--- config.mk ---
export PLATFORM = sky130hd
export DESIGN_NAME = optical_jam_frequency_detector
export DESIGN_NICKNAME = d
export VERILOG_FILES = /design/src/sv/ojfd_pkg.sv /design/src/sv/optical_jam_frequency_detector.sv /design/src/sv/ojfd_window.sv /design/src/sv/ojfd_gate.sv
export SDC_FILE = /design/constraint.sdc
export NUM_CORES = 1
export LEC_CHECK = 0
export BUFFER_PORTS_ARGS = -buffer_cell sky130_fd_sc_hd__buf_2
export CAP_MARGIN = 10
export CELL_PAD_IN_SITES_DETAIL_PLACEMENT = 0
export CELL_PAD_IN_SITES_GLOBAL_PLACEMENT = 2
export CORE_MARGIN = 5
export CORE_UTILIZATION = 39
export DETAILED_ROUTE_END_ITERATION = 7
export PLACE_DENSITY = 0.88
export RECOVER_POWER = 50
export SYNTH_ARGS = -nofsm -noshare
export SYNTH_HDL_FRONTEND = slang
export SYNTH_HIERARCHICAL = 1
export SYNTH_SLANG_ARGS = --single-unit
export TNS_END_PERCENT = 30
--- constraint.sdc ---
create_clock -name clk -period 5.8 [get_ports clk]
set_input_delay 0.29 -clock clk [delete_from_list [all_inputs] [get_ports clk]]
set_output_delay 0.29 -clock clk [all_outputs]
set_load 0.01 [all_outputs]
--- src/sv/ojfd_pkg.sv ---
// Shared types and constants for the optical jam frequency detector.
package ojfd_pkg;

	localparam int PERIOD_BITS = 24;
	localparam int HOLD_BITS   = 32;
	localparam int CFG_W       = 32;
	localparam int CFG_IDX_W   = 2;

	localparam logic [PERIOD_BITS-1:0] PERIOD_MAX     = {PERIOD_BITS{1'b1}};
	localparam logic [PERIOD_BITS-1:0] TIMEOUT_RESET  = PERIOD_BITS'(100000);
	localparam logic [HOLD_BITS-1:0]   HOLD_RESET     = HOLD_BITS'(1000000);

	typedef enum logic [CFG_IDX_W-1:0] {
		CFG_MIN_PERIOD = 2'd0,
		CFG_MAX_PERIOD = 2'd1,
		CFG_TIMEOUT    = 2'd2,
		CFG_JAM_HOLD   = 2'd3
	} cfg_idx_t;

	typedef enum logic [1:0] {
		PH_SKIP_HIGH = 2'd0,
		PH_WAIT_RISE = 2'd1,
		PH_HIGH      = 2'd2,
		PH_LOW       = 2'd3
	} phase_t;

	typedef enum logic {
		OP_TICK = 1'b0,
		OP_BYTE = 1'b1
	} opcode_t;

	// jam status for the word being accepted
	typedef struct packed {
		logic detected;
		logic jammed;
	} jam_stat_t;

endpackage

--- src/sv/optical_jam_frequency_detector.sv ---
// Top level of the optical jam frequency detector.
// An accepted word's result is registered and shown on the master side in the cycle after it is accepted.
// Throughput: one word per cycle while the master side is ready; the result register frees as it is taken.
// Each word gives exactly one result word.
// Reset (arst_n low): window restarts skipping a high phase, jam hold cleared,
// no packet open, registers back to their defaults, result register empty.
module optical_jam_frequency_detector
	import ojfd_pkg::*;
(
	input  logic                 clk,
	input  logic                 arst_n,
	input  logic                 cfg_we,
	input  logic [CFG_IDX_W-1:0] cfg_index,
	input  logic [CFG_W-1:0]     cfg_data,
	input  logic                 s_axis_tvalid,
	output logic                 s_axis_tready,
	input  logic [15:0]          s_axis_tdata,  // light_high, byte_in[7:0], zero pad
	input  logic                 s_axis_tlast,  // byte_last
	input  logic                 s_axis_tuser,  // opcode
	output logic                 m_axis_tvalid,
	input  logic                 m_axis_tready,
	output logic [15:0]          m_axis_tdata,  // byte_out[7:0], jammed, jam_detected, zero pad
	output logic                 m_axis_tlast,  // byte_out_last
	output logic                 m_axis_tuser   // byte_valid
);

	logic      accept, tick_en, byte_en;
	jam_stat_t stat;
	logic      bv, blast;
	logic [7:0] bout;

	logic       out_valid_q;
	logic [7:0] byte_q;
	logic       last_q, valid_q, jammed_q, detected_q;

	assign s_axis_tready = !out_valid_q || m_axis_tready;
	assign accept        = s_axis_tvalid && s_axis_tready;
	assign tick_en       = accept && (opcode_t'(s_axis_tuser) == OP_TICK);
	assign byte_en       = accept && (opcode_t'(s_axis_tuser) == OP_BYTE);

	ojfd_window u_window (
		.clk        (clk),
		.arst_n     (arst_n),
		.cfg_we     (cfg_we),
		.cfg_index  (cfg_index),
		.cfg_data   (cfg_data),
		.tick_en    (tick_en),
		.light_high (s_axis_tdata[0]),
		.stat       (stat)
	);

	ojfd_gate u_gate (
		.clk           (clk),
		.arst_n        (arst_n),
		.byte_en       (byte_en),
		.jammed        (stat.jammed),
		.byte_in       (s_axis_tdata[8:1]),
		.byte_last     (s_axis_tlast),
		.byte_valid    (bv),
		.byte_out      (bout),
		.byte_out_last (blast)
	);

	always_ff @(posedge clk or negedge arst_n) begin
		if (!arst_n)
			out_valid_q <= 1'b0;
		else if (accept)
			out_valid_q <= 1'b1;
		else if (m_axis_tready)
			out_valid_q <= 1'b0;
	end

	always_ff @(posedge clk) begin
		if (accept) begin
			byte_q     <= bout;
			last_q     <= blast;
			valid_q    <= bv;
			jammed_q   <= stat.jammed;
			detected_q <= stat.detected;
		end
	end

	assign m_axis_tvalid = out_valid_q;
	assign m_axis_tdata  = {6'd0, detected_q, jammed_q, byte_q};
	assign m_axis_tlast  = last_q;
	assign m_axis_tuser  = valid_q;

endmodule

--- src/sv/ojfd_window.sv ---
// Measurement window, period check and jam hold counter.
module ojfd_window
	import ojfd_pkg::*;
(
	input  logic                 clk,
	input  logic                 arst_n,
	input  logic                 cfg_we,
	input  logic [CFG_IDX_W-1:0] cfg_index,
	input  logic [CFG_W-1:0]     cfg_data,
	input  logic                 tick_en,
	input  logic                 light_high,
	output jam_stat_t            stat
);

	logic [PERIOD_BITS-1:0] min_period_q, max_period_q, timeout_q;
	logic [HOLD_BITS-1:0]   jam_hold_q;

	phase_t                 phase_q, phase_n;
	logic [PERIOD_BITS-1:0] window_q, window_n, window_inc;
	logic [PERIOD_BITS-1:0] period_q, period_n, period_inc;
	logic [HOLD_BITS-1:0]   jam_q, jam_n;
	logic                   done, detected;

	always_ff @(posedge clk or negedge arst_n) begin
		if (!arst_n) begin
			min_period_q <= '0;
			max_period_q <= '0;
			timeout_q    <= TIMEOUT_RESET;
			jam_hold_q   <= HOLD_RESET;
		end else if (cfg_we) begin
			case (cfg_idx_t'(cfg_index))
				CFG_MIN_PERIOD: min_period_q <= cfg_data[PERIOD_BITS-1:0];
				CFG_MAX_PERIOD: max_period_q <= cfg_data[PERIOD_BITS-1:0];
				CFG_TIMEOUT:    timeout_q    <= cfg_data[PERIOD_BITS-1:0];
				CFG_JAM_HOLD:   jam_hold_q   <= cfg_data[HOLD_BITS-1:0];
				default: ;
			endcase
		end
	end

	assign period_inc = (period_q == PERIOD_MAX) ? PERIOD_MAX : period_q + PERIOD_BITS'(1);
	assign window_inc = (window_q == PERIOD_MAX) ? PERIOD_MAX : window_q + PERIOD_BITS'(1);

	always_comb begin
		phase_n  = phase_q;
		period_n = period_q;
		window_n = window_inc;
		done     = 1'b0;
		detected = 1'b0;
		case (phase_q)
			PH_SKIP_HIGH: begin
				if (!light_high) phase_n = PH_WAIT_RISE;
			end
			PH_WAIT_RISE: begin
				if (light_high) begin
					phase_n  = PH_HIGH;
					period_n = '0;
				end
			end
			PH_HIGH: begin
				period_n = period_inc;
				if (!light_high) phase_n = PH_LOW;
			end
			PH_LOW: begin
				period_n = period_inc;
				if (light_high) begin
					done     = 1'b1;
					detected = (period_inc >= min_period_q) &&
						(period_inc <= max_period_q);
				end
			end
			default: ;
		endcase
		if (done || (window_inc >= timeout_q)) begin
			phase_n  = PH_SKIP_HIGH;
			window_n = '0;
			period_n = '0;
		end
		if (detected)
			jam_n = jam_hold_q;
		else if (jam_q != '0)
			jam_n = jam_q - HOLD_BITS'(1);
		else
			jam_n = '0;
	end

	always_ff @(posedge clk or negedge arst_n) begin
		if (!arst_n) begin
			phase_q  <= PH_SKIP_HIGH;
			window_q <= '0;
			period_q <= '0;
			jam_q    <= '0;
		end else if (tick_en) begin
			phase_q  <= phase_n;
			window_q <= window_n;
			period_q <= period_n;
			jam_q    <= jam_n;
		end
	end

	// on a byte the hold counter is untouched, so current state is reported
	assign stat.detected = tick_en & detected;
	assign stat.jammed   = tick_en ? (jam_n != '0) : (jam_q != '0);

endmodule

--- src/sv/ojfd_gate.sv ---
// Packet gate: passes or drops a whole packet from the jam state at its first byte.
module ojfd_gate
	import ojfd_pkg::*;
(
	input  logic       clk,
	input  logic       arst_n,
	input  logic       byte_en,
	input  logic       jammed,
	input  logic [7:0] byte_in,
	input  logic       byte_last,
	output logic       byte_valid,
	output logic [7:0] byte_out,
	output logic       byte_out_last
);

	logic in_packet_q, dropping_q, drop_now;

	assign drop_now = in_packet_q ? dropping_q : jammed;

	always_ff @(posedge clk or negedge arst_n) begin
		if (!arst_n) begin
			in_packet_q <= 1'b0;
			dropping_q  <= 1'b0;
		end else if (byte_en) begin
			in_packet_q <= !byte_last;
			dropping_q  <= !byte_last && drop_now;
		end
	end

	assign byte_valid    = byte_en && !drop_now;
	assign byte_out      = byte_valid ? byte_in : 8'd0;
	assign byte_out_last = byte_valid && byte_last;

endmodule
# After elaboration in Yosys (flattened, before gate mapping)
# Cells that the tools add are included.
# W data, S select, Z words.
word_totals:
  regBits: 201
  inputBits: 57
  out_inout_bits: 20
  elab_cells: 82
op_classes:
  addsub: 3
  order_cmp: 3
  n_eq_ne: 11
  muxes: 21
  bitwise: 2
  n_reduce_logical: 26
op_table:
  columns: ["operator", "count"]
  rows:
  - ["$mux W24", 5]
  - ["$mux W32", 2]
  - ["$reduce_bool A32 Y1", 2]
  - ["$add A24 B1 Y24 const B", 2]
  - ["$eq A24 B24 Y1 const B", 2]
  - ["$ge A24 B24 Y1", 2]
  - ["$pmux W24 S2", 1]
  - ["$sub A32 B1 Y32 const B", 1]
  - ["$le A24 B24 Y1", 1]
  - ["$ne A3 B2 Y1 const B", 3]
  - ["$eq A2 B2 Y1 const B", 4]
  - ["$mux W1", 8]
  - ["$mux W2", 4]
  - ["$reduce_and A2 Y1", 4]
  - ["$logic_and A1 B1 Y1", 7]
  - ["$pmux W2 S3", 1]
  - ["$reduce_and A5 Y1", 1]
  - ["$eq A2 B1 Y1 const B", 2]
  - ["$logic_not A2 Y1", 2]
  - ["$reduce_bool A4 Y1", 1]
  - ["$logic_not A1 Y1", 3]
  - ["$reduce_and A3 Y1", 1]
  - ["$reduce_bool A3 Y1", 1]
  - ["$logic_or A1 B1 Y1", 2]
  - ["other kinds (4)", 4]

# Depth between registers and ports, before layout
# Gate-level depths: netlist of run 1.
depth:
  depth_word: 13
  mapped_depth: 26
  depth_no_buf: 20

# Cells and area by module
# The synthesis of run 1 kept the hierarchy.
by_module_without_submodules:
  columns: ["mod", "instances", "cells_each", "area_each_um2"]
  rows:
  - ["ojfd_window", 1, 1247, 11489.8]
  - ["optical_jam_frequency_detector", 1, 27, 490.5]
  - ["ojfd_gate", 1, 21, 172.7]

# Least setup slack after synthesis of run 1
# OpenSTA, ideal clock, no wires.
synth_path:
  path_type: "register -> register"
  startpoint: "register u_window.period_q[0]"
  endpoint: "register byte_q[0], data pin"
  setup_ns: 0.255
  arrival_ns: 5.124
  path_slack_ns: 0.421
  stages_incl_launch_ff: 25
  cell_sequence: "dfrtp_1 -> ha_1 -> and4_1 -> nand4_1 -> nor2_1 -> and4_1 -> nand2b_1 -> clkbuf_1 -> clkbuf_1 -> nand2_1 -> ha_1 -> nand4_1 -> or4_1 -> nor3_2 -> a311o_1 -> o2111ai_2 -> nor2_1 -> buf_2 -> buf_2 -> nor4_1 -> a221oi_1 -> nand2b_4 -> and3_1 -> buf_6 -> and2_1"
synth_lines:
  columns: ["element", "line", "text"]
  rows:
  - ["from (decl)", "ojfd_window.sv:20", "logic [PERIOD_BITS-1:0] period_q, period_n, period_inc;"]
  - ["from (signal assigned)", "ojfd_window.sv:96", "period_q <= period_n;"]
  - ["to (signal assigned)", "optical_jam_frequency_detector.sv:75", "byte_q <= bout;"]
  - ["to (decl)", "optical_jam_frequency_detector.sv:33", "logic [7:0] byte_q;"]

==> results.yml, run 1 <==
logic_synthesis:
  ys_async_sr_fraction: 0.940
  synth_cells: 1295
  synthTopCellsByCount: "dfrtp_1, nand2_1, o21ai_0"
  synth_flop_cell: "dfrtp_1"
  synth_edf_count: 12
  synth_top_area_cell: "dfrtp_1"
  yosysMostFrequentCell: "dfrtp_1"
  synth.yosys.seq_area_share: 0.420
  yosysWarningCount: 6
  avgSynthCellArea_um2: 9.38
  synth.top_cell.area_share: 0.362
  synth_seq_cells: 201
  synth_cell_types: 76
  synth_area_um2: 12200
  synthTopCellsByArea: "dfrtp_1, ha_1, mux2_2"
clock_network:
  cts_buffer_depth: 3
  cts_max_level: 1
  clk_pin_slew_worst_paths_ps: 60
  cts_buffers: 24
  tritoncts: "done"
  clock-sinks: 201
  worstSkewPairLatency_ps: 520
  clockRootBuffer: "clkbuf_16"
  post_cts_buffers: 0
final_layout:
  layout.nets: 1484
  antenna_cells: 0
  finish.utilization: 0.449
  drive_above_1_share: 0.164
  multi_input_area_um2: 6360
  fill_cells: 2936
  fin_area_um2: 13800
  finalNonFillerCells: 1761
  area_delta_synth_final_pct: 13.4
  seqCellArea_um2: 5110
grt:
  grt_max_degree: 98
  antenna_found_initial: 0
  grt_pass1_wl_mm: 51.9
  grt_use_total: 0.179
  grt_pass1_vias: 9509
  overflow: 0
setup_path:
  cp_slowest_stage_delay_ps: 610
  worstSetupPathType: "reg -> reg"
  cp.required_ps: 6180
  crit_path_top_delay_cell: "or4_1"
  worstSetupEndpointType: "flop"
  crit_arrival_ps: 5760
  startpoint_type: "flop"
  critical_path_peak_fanout: 26
  path_cells: "ha_1 > and4_1 > nand4_1 > nor2_1 > and4_1 > nand2b_1 > buf_6 > o21ai_0 > ha_1 > nand4_1 > or4_1 > nor3_2 > a311o_1 > o2111ai_2 > or2_1 > nor4_1 > a221oi_1 > buf_4 > nand2b_4 > and3_1 > and2_1"
timing:
  max_freq_mhz: 186
  worst_slew_pin_slew_ps: 4380
  hold_violations: 0
  maxSlewHeadroom: -1.92
  tns_ps: 0
  final.setup_skew_ps: 9.79
  fin_ws_ps: 416
  fin_crit_ps: 5380
  period_share: 0.928
  setup_viol: 0
  finalMaxSlewViolations: 179
  fin_hold_ws_ps: 15.0
  rsz0062_at_grt: "no"
power_and_ir_drop:
  leakage_nw: 6.38
  powerDensity_nw_per_um2: 325
  peakVddDrop_uv: 178
  fin_total_pwr_mw: 4.48
drt:
  wire_per_inst_um: 18.1
  top_layer_used: "met4"
  dr.pass1.iters: 5
  drt-met1-wl_mm: 14.9
  first_iter_violations: 586
  drtAntennaViolNets: 0
  via_per_inst: 5.43
  dr_wl_met3_mm: 1.25
  drc: 0
  drt_wl_total_mm: 31.9
  dr_total_vias: 9556
  route.met2.wl_mm: 15.0
floorplanning:
  die_w_um: 187
  initial_utilization: 0.396
  die_height_um: 187
  core_um2: 30700
  ios: 77
  rows: 64
  die_area_um2: 34800
place:
  placed_cells: 1707
  place_hpwl_mm: 22.4
  io_buffers: 63
  place_area_um2: 12800
  place_worst_setup_slack_ps: 322
  place_congestion: 0.785
flow_run:
  maxCapViolations: 3
status:
  violations: "max-capacitance violations, max-slew violations"
  status: "finished, violations left"
min_path:
  hold_class: "in -> reg"
power by group:
part / internal, mW / switching (mW) / total [mW]
Combinational: 0.425 / 0.552 / 0.977
Sequential: 1.66 / 0.209 / 1.86
Clock: 1.03 / 0.603 / 1.64
Total: 3.11 / 1.36 / 4.48
cell type report:
class / instances / area share
repair buffers: 97 / 0.0422
clock inverters: 8 / 0.00853
flip-flops and latches: 201 / 0.370
clock buffers: 36 / 0.0550
multi-input cells: 926 / 0.462
inverters: 97 / 0.0264
well taps: 396 / 0.0359
layout by cell type, fill, tap and decap left out, drive strengths merged, types with 14 or more instances in the layout:
cell	count
a21oi	53
a22o	14
a22oi	17
a31oi	15
and2	21
and3	23
buf	74
clkbuf	48
dfrtp	176
ha	80
inv	96
mux2	81
nand2	138
nand2b	16
nand3	49
nand4	26
nor2	61
nor3	25
nor4	22
o21ai	104
xnor2	24
path summary, 6_finish.rpt:
| path | from | to | slack, ps | depth (start not counted) |
|---|---|---|---|---|
| max in group asynchronous | arst_n | u_window/period_q[20] | 1130 | 3 |
| hold reg to reg | u_window/jam_q[21] | u_window/jam_q[21] | 500 | 1 |
| setup / recovery | u_window/period_q[0] | byte_q[3] | 420 | 21 |
| hold / removal | cfg_data[24] | u_window/jam_hold_q[24] | 20 | 2 |
| min in group asynchronous | arst_n | u_window/jam_hold_q[24] | 2010 | 2 |
| setup reg to reg | u_window/period_q[0] | byte_q[3] | 420 | 21 |
routing by layer:
metal / up-vias / global-route usage
met3: 45 / 0.0196
met2: 169 / 0.298
met4: 0 / 0.0471
li1: 4740 / -
met5: - / 0
met1: 4602 / 0.249
flip-flops by register name, summed over array words and instances (netlist names), 2 cells and up:
| register | count |
|---|---|
| u_window/jam_hold_q | 32 |
| u_window/max_period_q | 24 |
| u_window/min_period_q | 24 |
| byte_q | 8 |
| u_window/jam_q | 32 |
| u_window/period_q | 24 |
| u_window/phase_q | 2 |
| u_window/timeout_q | 24 |
| u_window/window_q | 24 |
logic make-up after synthesis:
logic type | count (synthesis) | synth area share
multiplexers | 88 | 0.0808
other | 1 | 0.000309
AO/OA/AOI/OAI | 286 | 0.151
adder cells (fa/ha/maj) | 80 | 0.0824
XOR/XNOR | 37 | 0.0267
AND/OR/NAND/NOR | 429 | 0.180
buffers and inverters | 173 | 0.0585
flip-flops | 201 | 0.420
worst max-delay path, delay by kind of cell (launching register included):
| family | cells | cell delay, ps |
|---|---|---|
| simple gates | 13 | 3050 |
| flops | 1 | 420 |
| buf+inv | 2 | 420 |
| compound gates | 4 | 720 |
| fa+ha+maj | 2 | 600 |
repair_timing:
action,CTS,global route
endpoints found under the hold margin,94,0
setup endpoints to repair,0,8
gates resized for setup,0,1
hold buffers,10,0
Note: power is estimated with default switching activity, not from simulation.
==> run 2, diff against run 1 <==
--- a/config.mk
+++ b/config.mk
@@ -10,10 +10,10 @@
 export CELL_PAD_IN_SITES_DETAIL_PLACEMENT = 0
 export CELL_PAD_IN_SITES_GLOBAL_PLACEMENT = 2
 export CORE_MARGIN = 5
-export CORE_UTILIZATION = 39
+export CORE_UTILIZATION = 32
 export DETAILED_ROUTE_END_ITERATION = 7
-export PLACE_DENSITY = 0.88
-export RECOVER_POWER = 50
+export PLACE_DENSITY = 0.76
+export RECOVER_POWER = 100
 export SYNTH_ARGS = -nofsm -noshare
 export SYNTH_HDL_FRONTEND = slang
 export SYNTH_HIERARCHICAL = 1
==> run 2 against run 1 <==
The flow still finishes with violations (max-capacitance violations, max-slew violations). Clock-buffer cell count fell by 6. Clock skew hardly changed. Fmax rose by 0.46%. Worst hold slack improved by 30 ps. Cell area grew 1.2%. Power increased by 2.1%. Critical path depth unchanged. Non-clock buffer count increased by 2. Critical endpoint is now byte_q[4].
==> results.yml, run 2 (synthesized netlist as in run 1, its figures left out) <==
grt:
  grt_max_degree: 92
  antenna_found_initial: 0
  grt_pass1_vias: 9699
  grt_pass1_wl_mm: 54.4
  overflow: 0
  grt_use_total: 0.160
timing:
  hold_violations: 0
  tns_ps: 0
  finalMaxSlewViolations: 198
  max_freq_mhz: 187
  maxSlewHeadroom: -1.91
  period_share: 0.924
  setup_viol: 0
  fin_crit_ps: 5360
  worst_slew_pin_slew_ps: 4370
  fin_hold_ws_ps: 45.1
  rsz0062_at_grt: "no"
  final.setup_skew_ps: 9.62
final_layout:
  final_common_cell: "dfrtp_1"
  drive_above_1_share: 0.157
  most-common-layout-cells: "dfrtp_1, nand2_1, o21ai_0"
  layout.nets: 1486
  antenna_cells: 0
  fill_cells: 3802
  largestRegisters: "u_window/jam_hold_q: 32 flops, u_window/jam_q: 32 flops"
  finish.utilization: 0.371
  area_delta_synth_final_pct: 14.8
  finalNonFillerCells: 1878
floorplanning:
  die_area_um2: 42000
  die_w_um: 205
  core_um2: 37600
  ios: 77
  die_height_um: 205
  initial_utilization: 0.323
  rows: 71
setup_path:
  cp_slowest_stage_delay_ps: 600
  startpoint_type: "flop"
  reg2reg_setup_slack_ps: 440
  cp.required_ps: 6190
  r2r-end: "byte_q[4]"
  worstSetupPathType: "reg -> reg"
  r2r-start: "u_window/period_q[0]"
  crit_arrival_ps: 5750
  reg2regPathDepth: 21
  crit_path_top_delay_cell: "or4_1"
  worstSetupEndpointType: "flop"
  critical_path_peak_fanout: 26
  path_cells: "ha_1 > and4_1 > nand4_1 > nor2_2 > and4_1 > nand2b_2 > buf_6 > o21ai_0 > ha_1 > nand4_1 > or4_1 > nor3_2 > a311o_1 > o2111ai_2 > or2_0 > nor4_1 > a221oi_1 > buf_4 > nand2b_1 > and3_1 > and2_1"
clock_network:
  cts_buffer_depth: 3
  clk_pin_slew_worst_paths_ps: 70
  clockRootBuffer: "clkbuf_16"
  tritoncts: "done"
  cts_max_level: 1
  cts_buffers: 24
  worstSkewPairLatency_ps: 520
  clock-sinks: 201
power_and_ir_drop:
  peakVddDrop_uv: 206
  leakage_nw: 6.37
  powerDensity_nw_per_um2: 328
  fin_total_pwr_mw: 4.57
min_path:
  hold_class: "in -> reg"
  holdPathEnd: "byte_q[7]"
  min-delay-start: "s_axis_tdata[8]"
  holdPathStages: 2
drt:
  drc: 0
  wire_per_inst_um: 17.7
  first_iter_violations: 641
  via_per_inst: 5.13
  drtAntennaViolNets: 0
  drt_wl_total_mm: 33.2
  dr.pass1.iters: 5
  dr_total_vias: 9626
flow_run:
  maxCapViolations: 4
place:
  place_hpwl_mm: 23.5
  place_congestion: 0.818
  placed_cells: 1823
  io_buffers: 63
status:
  status: "finished, violations left"
  violations: "max-capacitance violations, max-slew violations"
==> run 2: cell count changes in the layout (fill, tap and decap cells not counted), moves of 2 or more <==
cell	previous run	this run
bufinv_16	3	6
buf_2	54	46
clkbuf_1	15	24
clkbuf_8	7	3
clkinv_2	4	6
and2_1	20	15
buf_4	19	12
and2_0	1	6
clkbuf_2	0	4
==> run 2: worst max path at each step <==
stage,start,end,slack (ps),cells past startpoint
finish,u_window/period_q[0],byte_q[4],440,21
global route,u_window/period_q[0],byte_q[3],30,21
CTS,u_window/period_q[0],byte_q[4],180,21
detailed placement,u_window/period_q[0],byte_q[4],230,21
global placement,u_window/period_q[0],byte_q[6],300,21
floorplan,u_window/period_q[0],byte_q[0],420,24
==> run 2: final cells by class <==
cell class | count | area, um^2 | share of cell area
clock inverter | 14 | 226 | 0.0162
timing repair buffer | 99 | 584 | 0.0419
sequential | 201 | 5110 | 0.366
inverter | 97 | 364 | 0.0261
multi-input combinational | 926 | 6350 | 0.456
tap | 511 | 639 | 0.0458
clock buffer | 30 | 674 | 0.0483
==> run 2: routing by layer <==
layer  vias up  track usage  part of all wire
met1      4729        0.224              0.48
li1       4746            -                 -
met2       116        0.270              0.48
met3        35       0.0169             0.028
met5         -            0                 0
met4         0       0.0328             0.015
==> run 2: critical path, delay by kind of cell, from the launching register on <==
| kind | cells | cell delay (ps) |
|---|---|---|
| compound gates | 4 | 710 |
| fa+ha+maj | 2 | 590 |
| buf+inv | 2 | 420 |
| flops | 1 | 420 |
| simple gates | 13 | 3050 |
==> run 2: through the flow <==
stage	cell area, um^2	setup WS, ps
final	13900	441
after global placement	13000	298
after detailed placement	13000	234
after global routing	13900	33.5
after CTS	14000	176
after floorplan	12200	421
==> run 2: where the power goes <==
part / leakage (nW) / switching (mW) / internal [mW]
clock network: 0.445 / 0.633 / 1.09
registers: 2.45 / 0.215 / 1.65
logic: 3.47 / 0.556 / 0.424
==> run 2: timing repair <==
action                                  4_1_cts  5_1_grt
hold buffers                                 11        0
endpoints found under the setup margin        0       10
buffers inserted                              0        0
endpoints found under the hold margin        93        0
gates resized for setup                       0        3
